`src/design/scatr_pkg.sv`:
```
// Shared types, codes and decode tables for the smart card ATR parser.
`timescale 1ns / 1ps
package scatr_pkg;

  typedef enum logic [2:0] {
    PH_TS    = 3'd0,
    PH_T0    = 3'd1,
    PH_IFACE = 3'd2,
    PH_HIST  = 3'd3,
    PH_TCK   = 3'd4,
    PH_AFTER = 3'd5
  } phase_t;

  typedef enum logic [3:0] {
    KIND_TS      = 4'd0,
    KIND_T0      = 4'd1,
    KIND_TA      = 4'd2,
    KIND_TB      = 4'd3,
    KIND_TC      = 4'd4,
    KIND_TD      = 4'd5,
    KIND_HIST    = 4'd6,
    KIND_TCK     = 4'd7,
    KIND_GARBAGE = 4'd8
  } kind_t;

  typedef enum logic [1:0] {
    CKS_NOT_YET = 2'd0,
    CKS_GOOD    = 2'd1,
    CKS_BAD     = 2'd2,
    CKS_MISSING = 2'd3
  } cks_t;

  localparam logic [7:0] TS_DIRECT  = 8'h3B;
  localparam logic [7:0] TS_INVERSE = 8'h3F;
  localparam logic [7:0] TA2_RSVD   = 8'h60;
  localparam logic [7:0] TB1_BIT7   = 8'h80;

  localparam int WARN_BAD_TS = 0;
  localparam int WARN_F_RFU  = 1;
  localparam int WARN_D_RFU  = 2;
  localparam int WARN_TB1    = 3;
  localparam int WARN_TA2    = 4;

  typedef struct packed {
    phase_t      phase;
    logic [3:0]  pending;
    logic [3:0]  group;
    logic [3:0]  hist_left;
    logic [7:0]  run_xor;
    cks_t        verdict;
    logic [7:0]  extra;
    logic        inverse;
  } parse_state_t;

  typedef struct packed {
    kind_t             kind;
    logic [3:0]        group_number;
    logic [7:0]        byte_echo;
    logic [3:0]        protocol_number;
    logic [11:0]       clock_rate_factor;
    logic signed [6:0] rate_adjust;
    logic [4:0]        warning_flags;
    logic              inverse_convention;
    cks_t              checksum_state;
    logic              truncated;
    logic [7:0]        garbage_count;
  } atr_result_t;

  localparam parse_state_t STATE_RESET = '{
    phase:     PH_TS,
    pending:   4'd0,
    group:     4'd1,
    hist_left: 4'd0,
    run_xor:   8'd0,
    verdict:   CKS_NOT_YET,
    extra:     8'd0,
    inverse:   1'b0
  };

  // Clock rate conversion factor F from the FI nibble of TA1.
  function automatic logic [11:0] f_lookup(input logic [3:0] fi);
    logic [11:0] f;
    unique case (fi)
      4'd1:    f = 12'd372;
      4'd2:    f = 12'd558;
      4'd3:    f = 12'd744;
      4'd4:    f = 12'd1116;
      4'd5:    f = 12'd1488;
      4'd6:    f = 12'd1860;
      4'd9:    f = 12'd512;
      4'd10:   f = 12'd768;
      4'd11:   f = 12'd1024;
      4'd12:   f = 12'd1536;
      4'd13:   f = 12'd2048;
      default: f = 12'd0;
    endcase
    return f;
  endfunction

  function automatic logic f_is_rfu(input logic [3:0] fi);
    return (fi == 4'd7) || (fi == 4'd8) || (fi == 4'd14) || (fi == 4'd15);
  endfunction

  // Baud rate adjustment D; negative is a reciprocal, -1 and 0 RFU.
  function automatic logic signed [6:0] d_lookup(input logic [3:0] di);
    logic signed [6:0] d;
    unique case (di)
      4'd1:    d = 7'sd1;
      4'd2:    d = 7'sd2;
      4'd3:    d = 7'sd4;
      4'd4:    d = 7'sd8;
      4'd5:    d = 7'sd16;
      4'd8:    d = 7'sd0;
      4'd10:   d = -7'sd2;
      4'd11:   d = -7'sd4;
      4'd12:   d = -7'sd8;
      4'd13:   d = -7'sd16;
      4'd14:   d = -7'sd32;
      4'd15:   d = -7'sd64;
      default: d = -7'sd1;
    endcase
    return d;
  endfunction

endpackage

```
`src/design/scatr_step.sv`:
```
// Per-byte ATR decode: next parse state and the result for one byte.
`timescale 1ns / 1ps
module scatr_step #(
  parameter int GROUP_LIMIT = 15
) (
  input  scatr_pkg::parse_state_t cur,
  input  logic [7:0]              atr_byte,
  input  logic                    end_of_atr,
  output scatr_pkg::parse_state_t nxt,
  output scatr_pkg::atr_result_t  res
);
  import scatr_pkg::*;

  localparam logic [3:0] GroupMax = 4'(GROUP_LIMIT);

  parse_state_t      upd;
  kind_t             kind;
  logic [3:0]        grp;
  logic [3:0]        proto;
  logic [11:0]       fval;
  logic signed [6:0] dval;
  logic [4:0]        flags;
  logic              trunc;
  cks_t              cks;

  function automatic phase_t leave_phase(input logic [3:0] pend, input logic [3:0] hist);
    phase_t p;
    if (pend != 4'd0) p = PH_IFACE;
    else if (hist != 4'd0) p = PH_HIST;
    else p = PH_TCK;
    return p;
  endfunction

  always_comb begin
    upd   = cur;
    kind  = KIND_GARBAGE;
    grp   = 4'd0;
    proto = 4'd0;
    fval  = 12'd0;
    dval  = 7'sd0;
    flags = 5'd0;
    unique case (cur.phase)
      PH_TS: begin
        kind = KIND_TS;
        if (atr_byte == TS_INVERSE) upd.inverse = 1'b1;
        else if (atr_byte != TS_DIRECT) flags[WARN_BAD_TS] = 1'b1;
        upd.phase = PH_T0;
      end
      PH_T0: begin
        kind          = KIND_T0;
        upd.run_xor   = cur.run_xor ^ atr_byte;
        upd.pending   = atr_byte[7:4];
        upd.hist_left = atr_byte[3:0];
        upd.group     = 4'd1;
        upd.phase     = leave_phase(atr_byte[7:4], atr_byte[3:0]);
      end
      PH_IFACE: begin
        upd.run_xor = cur.run_xor ^ atr_byte;
        grp         = cur.group;
        priority if (cur.pending[0]) begin
          kind        = KIND_TA;
          upd.pending = cur.pending & 4'b1110;
          if (cur.group == 4'd1) begin
            fval = f_lookup(atr_byte[7:4]);
            dval = d_lookup(atr_byte[3:0]);
            flags[WARN_F_RFU] = f_is_rfu(atr_byte[7:4]);
            flags[WARN_D_RFU] = (dval == 7'sd0) || (dval == -7'sd1);
          end else if (cur.group == 4'd2) begin
            flags[WARN_TA2] = (atr_byte & TA2_RSVD) != 8'd0;
          end
        end else if (cur.pending[1]) begin
          kind        = KIND_TB;
          upd.pending = cur.pending & 4'b1100;
          flags[WARN_TB1] = (cur.group == 4'd1) && ((atr_byte & TB1_BIT7) != 8'd0);
        end else if (cur.pending[2]) begin
          kind        = KIND_TC;
          upd.pending = cur.pending & 4'b1000;
        end else begin
          kind        = KIND_TD;
          proto       = atr_byte[3:0];
          upd.pending = atr_byte[7:4];
          if (cur.group < GroupMax) upd.group = cur.group + 4'd1;
        end
        upd.phase = leave_phase(upd.pending, cur.hist_left);
      end
      PH_HIST: begin
        kind        = KIND_HIST;
        upd.run_xor = cur.run_xor ^ atr_byte;
        if (cur.hist_left != 4'd0) upd.hist_left = cur.hist_left - 4'd1;
        if (upd.hist_left == 4'd0) upd.phase = PH_TCK;
      end
      PH_TCK: begin
        kind        = KIND_TCK;
        upd.verdict = (atr_byte == cur.run_xor) ? CKS_GOOD : CKS_BAD;
        upd.phase   = PH_AFTER;
      end
      default: begin
        // after TCK, and unused phase codes
        kind = KIND_GARBAGE;
        if (cur.extra != 8'hFF) upd.extra = cur.extra + 8'd1;
      end
    endcase

    cks   = upd.verdict;
    trunc = 1'b0;
    if (end_of_atr) begin
      trunc = (upd.phase != PH_TCK) && (upd.phase != PH_AFTER) && (kind != KIND_GARBAGE);
      if (upd.verdict == CKS_NOT_YET) cks = CKS_MISSING;
    end

    res.kind               = kind;
    res.group_number       = grp;
    res.byte_echo          = atr_byte;
    res.protocol_number    = proto;
    res.clock_rate_factor  = fval;
    res.rate_adjust        = dval;
    res.warning_flags      = flags;
    res.inverse_convention = upd.inverse;
    res.checksum_state     = cks;
    res.truncated          = trunc;
    res.garbage_count      = end_of_atr ? upd.extra : 8'd0;

    // re-arm for the next ATR after the final byte
    nxt = end_of_atr ? STATE_RESET : upd;
  end

endmodule

```
`src/design/smartcard_atr_parser.sv`:
```
// Top level of the ISO 7816-3 answer-to-reset parser.
`timescale 1ns / 1ps
// Takes one ATR byte per transfer and returns one result per byte, in order.
// Throughput is one byte per clock while the result side does not stall; a
// byte's result passes from the input register through the decode to the
// result register and waits there while the result side stalls. The parse
// state is updated from the decode whenever a result loads. A byte flagged
// end_of_atr carries the checksum, truncation and garbage verdicts and returns
// the parser to its reset state.
module smartcard_atr_parser #(
  parameter int GROUP_LIMIT = 15
) (
  input  logic              clk,
  input  logic              rst_n,
  input  logic              in_valid,
  output logic              in_ready,
  input  logic [7:0]        in_atr_byte,
  input  logic              in_end_of_atr,
  output logic              out_valid,
  input  logic              out_ready,
  output logic [3:0]        out_byte_kind,
  output logic [3:0]        out_group_number,
  output logic [7:0]        out_byte_echo,
  output logic [3:0]        out_protocol_number,
  output logic [11:0]       out_clock_rate_factor,
  output logic signed [6:0] out_rate_adjust,
  output logic [4:0]        out_warning_flags,
  output logic              out_inverse_convention,
  output logic [1:0]        out_checksum_state,
  output logic              out_truncated,
  output logic [7:0]        out_garbage_count
);
  import scatr_pkg::*;

  logic         in_vld_r;
  logic [7:0]   in_byte_r;
  logic         in_last_r;
  logic         out_vld_r;
  atr_result_t  res_r;
  parse_state_t state_r;
  parse_state_t state_nxt;
  atr_result_t  res_nxt;
  logic         res_load;
  logic         in_load;

  assign res_load = in_vld_r && (!out_vld_r || out_ready);
  assign in_ready = !in_vld_r || res_load;
  assign in_load  = in_valid && in_ready;

  scatr_step #(
    .GROUP_LIMIT(GROUP_LIMIT)
  ) u_step (
    .cur       (state_r),
    .atr_byte  (in_byte_r),
    .end_of_atr(in_last_r),
    .nxt       (state_nxt),
    .res       (res_nxt)
  );

  always_ff @(posedge clk) begin
    if (!rst_n) begin
      in_vld_r  <= 1'b0;
      out_vld_r <= 1'b0;
      state_r   <= STATE_RESET;
    end else begin
      if (in_ready) in_vld_r <= in_valid;
      if (res_load) begin
        out_vld_r <= 1'b1;
        state_r   <= state_nxt;
      end else if (out_ready) begin
        out_vld_r <= 1'b0;
      end
    end
  end

  // hold payloads while stalled
  always_ff @(posedge clk) begin
    if (in_load) begin
      in_byte_r <= in_atr_byte;
      in_last_r <= in_end_of_atr;
    end
    if (res_load) res_r <= res_nxt;
  end

  assign out_valid              = out_vld_r;
  assign out_byte_kind          = res_r.kind;
  assign out_group_number       = res_r.group_number;
  assign out_byte_echo          = res_r.byte_echo;
  assign out_protocol_number    = res_r.protocol_number;
  assign out_clock_rate_factor  = res_r.clock_rate_factor;
  assign out_rate_adjust        = res_r.rate_adjust;
  assign out_warning_flags      = res_r.warning_flags;
  assign out_inverse_convention = res_r.inverse_convention;
  assign out_checksum_state     = res_r.checksum_state;
  assign out_truncated          = res_r.truncated;
  assign out_garbage_count      = res_r.garbage_count;

endmodule

```
`config.mk`:
```
export PLATFORM = sky130hd
export DESIGN_NAME = smartcard_atr_parser
export DESIGN_NICKNAME = d
export VERILOG_FILES = /design/src/design/scatr_pkg.sv /design/src/design/scatr_step.sv /design/src/design/smartcard_atr_parser.sv
export SDC_FILE = /design/constraint.sdc
export NUM_CORES = 1
export LEC_CHECK = 0
export BUFFER_PORTS_ARGS = -buffer_cell sky130_fd_sc_hd__buf_2
export CAP_MARGIN = 10
export CORE_ASPECT_RATIO = 0.75
export CORE_MARGIN = 4
export CORE_UTILIZATION = 58
export DETAILED_ROUTE_END_ITERATION = 16
export PLACE_DENSITY = 0.81
export SLEW_MARGIN = 20
export SYNTH_ARGS = -nofsm -noshare
export SYNTH_HDL_FRONTEND = slang
export SYNTH_HIERARCHICAL = 1
export SYNTH_SLANG_ARGS = --single-unit
```
`constraint.sdc`:
```
create_clock -name clk -period 2.5 [get_ports clk]
set_clock_uncertainty 0.15 [all_clocks]
set_input_delay 0.5 -clock clk [delete_from_list [all_inputs] [get_ports clk]]
set_output_delay 0.5 -clock clk [all_outputs]
set_load 0.02 [all_outputs]
```
After elaboration in Yosys (flattened, before gate mapping) --
Memories as Yosys holds them, arrays and structs flattened. A register that Yosys moved wholly into a read port is not among the register bits. Cells that the tools add are included.
Storage, ports and cells: output and inout bits 58, input bits 13, memories kept 2, register bits 101, word-level logic and storage cells 137, memory bits (read-only) 288
Memory list:
- (no name shown) | depth 16, width 11, rd ports 1, clocked after memory_dff 1, wr ports 0, line scatr_pkg.sv:83 | unique case (fi)
- (no name shown) | depth 16, width 7, rd ports 1, clocked after memory_dff 1, wr ports 0, line scatr_pkg.sv:107 | unique case (di)
Operators by class: bitwise operators 6, eq/ne operators 22, order comparisons 1, muxes and demuxes 39, reduce and logical (&&, ||, !) cells 38, add/sub/neg operators 3
Operators with widths (count):
- two-way mux 4 bit | 13
- two-way mux 34 bit | 1
- two-way mux 8 bit | 3
- two-way mux 7 bit | 3
- one-hot mux 4 bit (5 select lines) | 1
- one-hot mux 8 bit (2 select lines) | 1
- nonzero test 4 bit | 4
- two-way mux 3 bit | 5
- != test 3 bit (second input constant) | 5
- one-hot mux 3 bit (5 select lines) | 1
- equality test 4 bit (second input constant) | 3
- adder 8 x 1 -> 8 bit (second input constant) | 1
- equality test 8 x 6 -> 1 bit (second input constant) | 1
- equality test 8 bit | 1
- two-way mux 2 bit | 4
- != test 8 x 6 -> 1 bit (second input constant) | 1
- != test 8 bit (second input constant) | 1
- one-hot mux 4 bit (2 select lines) | 1
- nonzero test 8 bit | 1
- OR reduction 4 bit | 2
- bitwise XOR 8 bit | 1
- equality test 7 x 1 -> 1 bit (second input constant) | 1
- logical NOT 7 bit | 1
- equality test 3 x 2 -> 1 bit (second input constant) | 2
- 26 further kinds | 51

Logic depth before layout (Yosys ltp) --
Gate-level depths: netlist of run 1.
word-level depth 10, mapped depth 9, depth with buffers taken out 8

Modules after synthesis --
Netlist of run 1, hierarchy kept.
By module, submodules not included:
- smartcard_atr_parser | instances 1, area an instance 3443.3 sq um, cells an instance 223, seq. area each 2672.6 sq um
- scatr_step | instances 1, area an instance 2144.6 sq um, cells an instance 338, seq. area each 0.0 sq um

Least setup slack after synthesis of run 1 --
Ideal clock, no wire load.
kind register -> register, start point reg in_byte_r[1], end point reg state_r[32] (netlist bit), arrival 2.027 ns, setup time 0.072 ns, stages on the path, launching flop included 10, buffers on the path 1, path slack 0.251 ns, clock period less this slack 2.249 ns, cell sequence edfxtp_1 -> clkbuf_1 -> inv_1 -> ha_1 -> nor3b_1 -> a32o_1 -> or2_2 -> o311ai_1 -> nand2_1 -> mux2i_1
RTL lines:
- start: declaration | line smartcard_atr_parser.sv:36 | logic [7:0] in_byte_r;
- start signal: assignment | line smartcard_atr_parser.sv:79 | in_byte_r <= in_atr_byte;
- end signal: assignment | line smartcard_atr_parser.sv:69 | state_r <= state_nxt;
- end: declaration | line smartcard_atr_parser.sv:40 | parse_state_t state_r;

==> results.cfg, run 1 <==
[logic_synthesis]
synth_area_um2 = 5590
synth-seq-cells = 101
yosysWarnings = 6
yosys-top-cells-area = edfxtp_1, dfxtp_1, mux2i_1
synth.avg_cell_area_um2 = 9.96
syn_inst = 561
synth_top_area_cell = edfxtp_1
synth_top_area_share_pct = 34.9
seq_area_frac_synth_pct = 47.8
syn_nets = 586
ys.flop_type = edfxtp_1
synth_async_sr_flop_share_pct = 0
synth_edf_count = 65
yosysUniqueCellTypes = 74

[die]
num_io_pins = 71
die_h_um = 93.0
fp.coreArea_um2 = 9230
rows = 30
start_util_pct = 60.5
dieArea_um2 = 11300
fp.dieW_um = 121

[hold_path]
hp-class = input pin to flip-flop

[clock_network]
cts.sinks = 101
cts_buffers = 9
holdBufCountCts = 0
htree_levels = 3
tritoncts = built
clock_latency_ns = 0.35
clkSlewWorstSetupHoldPaths_ns = 0.07
cts_root_buffer = clkbuf_16
clock_path_buffers = 2
post-cts-setup-buffer-count = 0
cts-resized-gates = 0

[timing]
tns_ns = 0
max_freq_mhz = 444
final-hold-violation-count = 0
timing.hold.ws_ns = 0.177
slew_headroom_pct = 60.3
rsz0062_at_grt = false
post-route-period-util_pct = 90.0
post-route-min-period_ns = 2.25
worst-slew-pin-transition_ns = 0.595
setup_viol = 0
slew_violations = 0

[drt]
wl_met1_um = 5210
num_vias = 4230
vias_per_cell = 5.69
routedWlPerCell_um = 16.3
met3_length_um = 1040
drc = 0
wirelength_um = 12100
drtIter0Drc = 402
ant_nets = 0
wl_met2_um = 5720
top_layer = met4
firstDrtPassIters = 7

[worst_setup_path]
cp.arrival_ns = 2.39
slowest_delay_ns = 0.45
crit_path_top_delay_cell = dfxtp_1
crit_start = state_r[19]$_SDFFE_PN0P_
critPathLaunchType = flip-flop
r2r_cells = 8
critPathCapture = state_r[32]$_SDFFE_PN0P_
cp_max_fo = 9
ff2ff_setup_slack_ns = 0.25
r2r_end = state_r[32]$_SDFFE_PN0P_
criticalPathCategory = flip-flop to flip-flop
required_ns = 2.64
end_kind = flip-flop
crit_chain = inv_1, ha_1, nor3b_2, a32o_1, or2_2, o311ai_1, nand2_1, mux2i_1
r2r-start = state_r[19]$_SDFFE_PN0P_

[run]
cap_violations = 0

[pwr]
p_leak_nw = 2.36
power_frac_seq_pct = 52.4
p_switching_w = 0.000904
internal-power_w = 0.00264
ir_drop_uv = 456
powerDensity_nw_per_um2 = 570
p_sw_share_pct = 25.5
pwr-share-comb_pct = 10.2
clkPwrFrac_pct = 37.4

[grt]
grtUsageTotal_pct = 22.1
overflow = 0
grt_max_degree = 68
antenna_found_initial = 0
grt_pass1_wl_um = 19800
first_global_vias = 4036

[cells_and_area]
fin_util_pct = 67.3
stdcell_count = 744
synthToLayoutAreaGrowth_pct = 11.2
nNetsFinal = 636
stdcell_area_um2 = 6220
layout_common_cells = nand2_1, buf_2, edfxtp_1, nor2_1, mux2i_1
fillers = 768
diodes = 0
final_layout_size_suffix_gt1_share_pct = 20.9
final_common_cell = nand2_1

[placement]
routabilityCongestion = 0.919
dp_hpwl_um = 8430
portBuffers = 70
dp.cells = 728
place_area_um2 = 5930

[status]
status = complete, no violations
[kinds of logic after synthesis]
group | count (synthesis) | share of synthesized area, %
fa+ha+maj | 13 | 2.87
simple gates | 235 | 20.8
buf+inv | 68 | 6.87
compound gates | 74 | 9.47
flops | 101 | 47.8
xor+xnor | 24 | 3.76
mux | 45 | 8.35
other cells | 1 | 0.0671
[per-layer routing]
metal	vias to the layer above	GRT usage (%)
li1	2052	-
met1	1978	30.5
met2	185	34.9
met3	15	5.38
met4	0	6.44
met5	-	0
[cells in the mapped netlist, types with 6 or more instances]
cell type  number
mux2i_1        41
nand2_1        89
nand3_1        15
nand2b_1        9
buf_2          13
clkbuf_1       17
inv_1          18
edfxtp_1       65
nor2_1         55
nor2b_1         8
nor3_1         12
and3_1          7
xor2_1         22
ha_1           12
buf_4          11
o21ai_0        14
dfxtp_1        36
a21oi_1        16
a211oi_1        6
and2_1          7
[registers in the layout, summed over array words and instances, names as in the netlist]
| name | flops |
|---|---|
| in_byte_r | 8 |
| in_last_r | 1 |
| in_vld_r | 1 |
| out_byte_echo | 8 |
| out_byte_kind | 4 |
| out_checksum_state | 2 |
| out_clock_rate_factor | 12 |
| out_garbage_count | 8 |
| out_group_number | 4 |
| out_inverse_convention | 1 |
| out_protocol_number | 4 |
| out_rate_adjust | 7 |
| out_truncated | 1 |
| out_valid | 1 |
| out_warning_flags | 5 |
| state_r | 34 |
[worst min path at each step]
| stage | from | end | slack, ns | cells past startpoint |
|---|---|---|---|---|
| after floorplan | state_r[0]$_SDFFE_PN0P_ | state_r[0]$_SDFFE_PN0P_ | 0.28 | 2 |
| after global placement | state_r[0]$_SDFFE_PN0P_ | state_r[0]$_SDFFE_PN0P_ | 0.29 | 2 |
| after detailed placement | state_r[0]$_SDFFE_PN0P_ | state_r[0]$_SDFFE_PN0P_ | 0.32 | 2 |
| after CTS | in_atr_byte[0] | in_byte_r[0]$_DFFE_PP_ | 0.17 | 1 |
| after global routing | in_atr_byte[7] | in_byte_r[7]$_DFFE_PP_ | 0.16 | 1 |
| final | in_atr_byte[2] | in_byte_r[2]$_DFFE_PP_ | 0.18 | 1 |
[final cells by class]
class | count | area, um^2 | area share (%)
sequential | 101 | 2670 | 43.0
tap | 128 | 160 | 2.58
inverter | 19 | 71.3 | 1.15
clock buffer | 9 | 225 | 3.62
multi-input combinational | 392 | 2530 | 40.7
timing repair buffer | 88 | 498 | 8.01
clock inverter | 7 | 57.6 | 0.926
[worst max-delay path: cells and delay by family (launching register included)]
| family | cells | cell delay [ns] |
|---|---|---|
| AOI/OAI and AO/OA | 2 | 0.53 |
| adders and majority gates | 1 | 0.26 |
| buffers and inverters | 1 | 0.07 |
| DFF | 1 | 0.45 |
| muxes | 1 | 0.13 |
| and+or+nand+nor | 3 | 0.60 |
[power groups by stage]
stage	registers (W)	clock network, W	logic, W
2_1_floorplan	0.00193	0	0.000235
3_3_place_gp	0.00189	0	0.000349
3_5_place_dp	0.00189	0	0.000359
4_1_cts	0.00185	0.00135	0.000362
5_1_grt	0.00186	0.00142	0.000392
6_report	0.00186	0.00132	0.000363
[through the flow]
step | worst slack (ns) | total power [W]
after detailed placement | 0.285 | 0.00225
after global routing | 0.0754 | 0.00367
final | 0.249 | 0.00354
after CTS | 0.267 | 0.00357
after floorplan | 0.251 | 0.00216
after global placement | 0.396 | 0.00224
Power figures use the tool's default switching activity.
==> run 2, diff against run 1 <==
- CORE_UTILIZATION: 58 -> 60
- CTS_BUF_LIST: not set -> sky130_fd_sc_hd__clkbuf_8
- PLACE_DENSITY: 0.81 -> 0.83
==> run 2 against run 1 <==
  * Global-route usage up 0.61 points
  * Routed wire length fell by 0.63%
  * Clock-buffer cell count unchanged
  * Critical endpoint unchanged
==> results.cfg, run 2 (synthesized netlist as in run 1, its figures left out) <==
[timing]
post-route-period-util_pct = 92.4
final-hold-violation-count = 0
slew_violations = 0
post-route-min-period_ns = 2.31
setup_slack_ns = 0.191
slew_headroom_pct = 61.5
worst-slew-pin-transition_ns = 0.575
rsz0062_at_grt = false
max_freq_mhz = 433
tns_ns = 0
setup_viol = 0

[cells_and_area]
nNetsFinal = 633
layout_common_cells = nand2_1, buf_2, edfxtp_1, nor2_1, mux2i_1
stdcell_area_um2 = 6090
stdcell_count = 741
final_layout_size_suffix_gt1_share_pct = 20.7
synthToLayoutAreaGrowth_pct = 9.05
regMostFlops = state_r
diodes = 0
largest_reg_flops = 34
final_common_cell = nand2_1

[placement]
dp.cells = 725
dp_hpwl_um = 8300
place_area_um2 = 5910
routabilityCongestion = 0.911
pre_cts_slack_ns = 0.265
portBuffers = 70

[worst_setup_path]
end_kind = flip-flop
ff2ff_setup_slack_ns = 0.19
critPathLaunchType = flip-flop
r2r-start = state_r[20]$_SDFFE_PN0P_
criticalPathCategory = flip-flop to flip-flop
required_ns = 2.65
cp_max_fo = 9
worst-path-stages = 8
crit_path_top_delay_cell = dfxtp_1
r2r_cells = 8
cp_top_family = simple AND/OR/NAND/NOR gates
critPathBufInv = 1
critPathCapture = state_r[32]$_SDFFE_PN0P_
crit_start = state_r[20]$_SDFFE_PN0P_
slowest_delay_ns = 0.39
cp.arrival_ns = 2.46
r2r_end = state_r[32]$_SDFFE_PN0P_
crit_chain = inv_1, ha_1, nor3b_2, a32o_1, or2_2, o311ai_1, nand2_1, mux2i_1

[drt]
routedWlPerCell_um = 16.3
firstDrtPassIters = 6
ant_nets = 0
drtIter0Drc = 485
wirelength_um = 12000
drc = 0
vias_per_cell = 5.77
num_vias = 4275

[grt]
grt_pass1_wl_um = 19800
overflow = 0
grtUsageTotal_pct = 22.7
first_global_vias = 4035
antenna_found_initial = 0
grt_max_degree = 90

[clock_network]
holdBufCountCts = 0
cts_buffers = 9
cts_root_buffer = clkbuf_8
clock_path_buffers = 2
tritoncts = built
clkSlewWorstSetupHoldPaths_ns = 0.10
htree_levels = 3
clock_latency_ns = 0.38
cts.sinks = 101

[pwr]
power_frac_seq_pct = 58.2
powerDensity_nw_per_um2 = 523
p_leak_nw = 2.30
internal-power_w = 0.00232
ir_drop_uv = 507
pwr-share-comb_pct = 11.3
clkPwrFrac_pct = 30.5
p_switching_w = 0.000867
p_sw_share_pct = 27.2

[die]
dieArea_um2 = 10900
fp.dieW_um = 119
num_io_pins = 71
die_h_um = 91.6
fp.coreArea_um2 = 9050
rows = 30
start_util_pct = 61.8

[status]
status = complete, no violations

[hold_path]
min_path_cells = 1
hp-class = input pin to flip-flop

[run]
cap_violations = 0
[run 2: changes by cell type in the layout (fill, tap and decap cells not counted), sizes merged]
cell,before,now
buf,88,85
[run 2: final cells by class]
type / count / area [um^2]
fillers: 669 / 2950
inverters: 19 / 71.3
repair buffers: 85 / 475
well taps: 128 / 160
multi-input cells: 392 / 2530
flip-flops and latches: 101 / 2670
clock inverters: 7 / 57.6
clock buffers: 9 / 124
[run 2: what timing repair did]
action / CTS / global route
endpoints found under the setup margin: 0 / 1
setup buffers: 0 / 0
resized for setup: 0 / 1
[run 2: how the worst min path moves through the flow]
stage          slack [ns]                       to                     from
6_report             0.14   in_byte_r[3]$_DFFE_PP_           in_atr_byte[3]
4_1_cts              0.13   in_byte_r[2]$_DFFE_PP_           in_atr_byte[2]
2_1_floorplan        0.28  state_r[0]$_SDFFE_PN0P_  state_r[0]$_SDFFE_PN0P_
3_5_place_dp         0.32  state_r[0]$_SDFFE_PN0P_  state_r[0]$_SDFFE_PN0P_
3_3_place_gp         0.30  state_r[0]$_SDFFE_PN0P_  state_r[0]$_SDFFE_PN0P_
5_1_grt              0.12   in_byte_r[5]$_DFFE_PP_           in_atr_byte[5]
[run 2: routing by layer]
layer  global-route usage [%]  vias up  part of all wire, %
met2                     34.9      198                   46
met1                     30.6     1993                   44
met3                     6.54       30                  8.5
li1                         -     2054                    -
met4                     8.58        0                  1.9
met5                        0        -                    0
[run 2: power by group through the flow]
stage          registers, W  clock network, W  logic, W
2_1_floorplan       0.00193                 0  0.000235
3_3_place_gp        0.00189                 0  0.000343
3_5_place_dp        0.00189                 0  0.000353
4_1_cts             0.00186          0.000997  0.000355
5_1_grt             0.00186           0.00107  0.000386
6_report            0.00186          0.000972  0.000359
[run 2: through the flow]
step,total power (W),hold slack [ns],util [%]
after floorplan,0.00216,0.284,-
after global placement,0.00223,0.295,65.3
after detailed placement,0.00225,0.316,65.3
after CTS,0.00321,0.126,67.3
after global routing,0.00332,0.120,67.4
final,0.00319,0.141,67.4
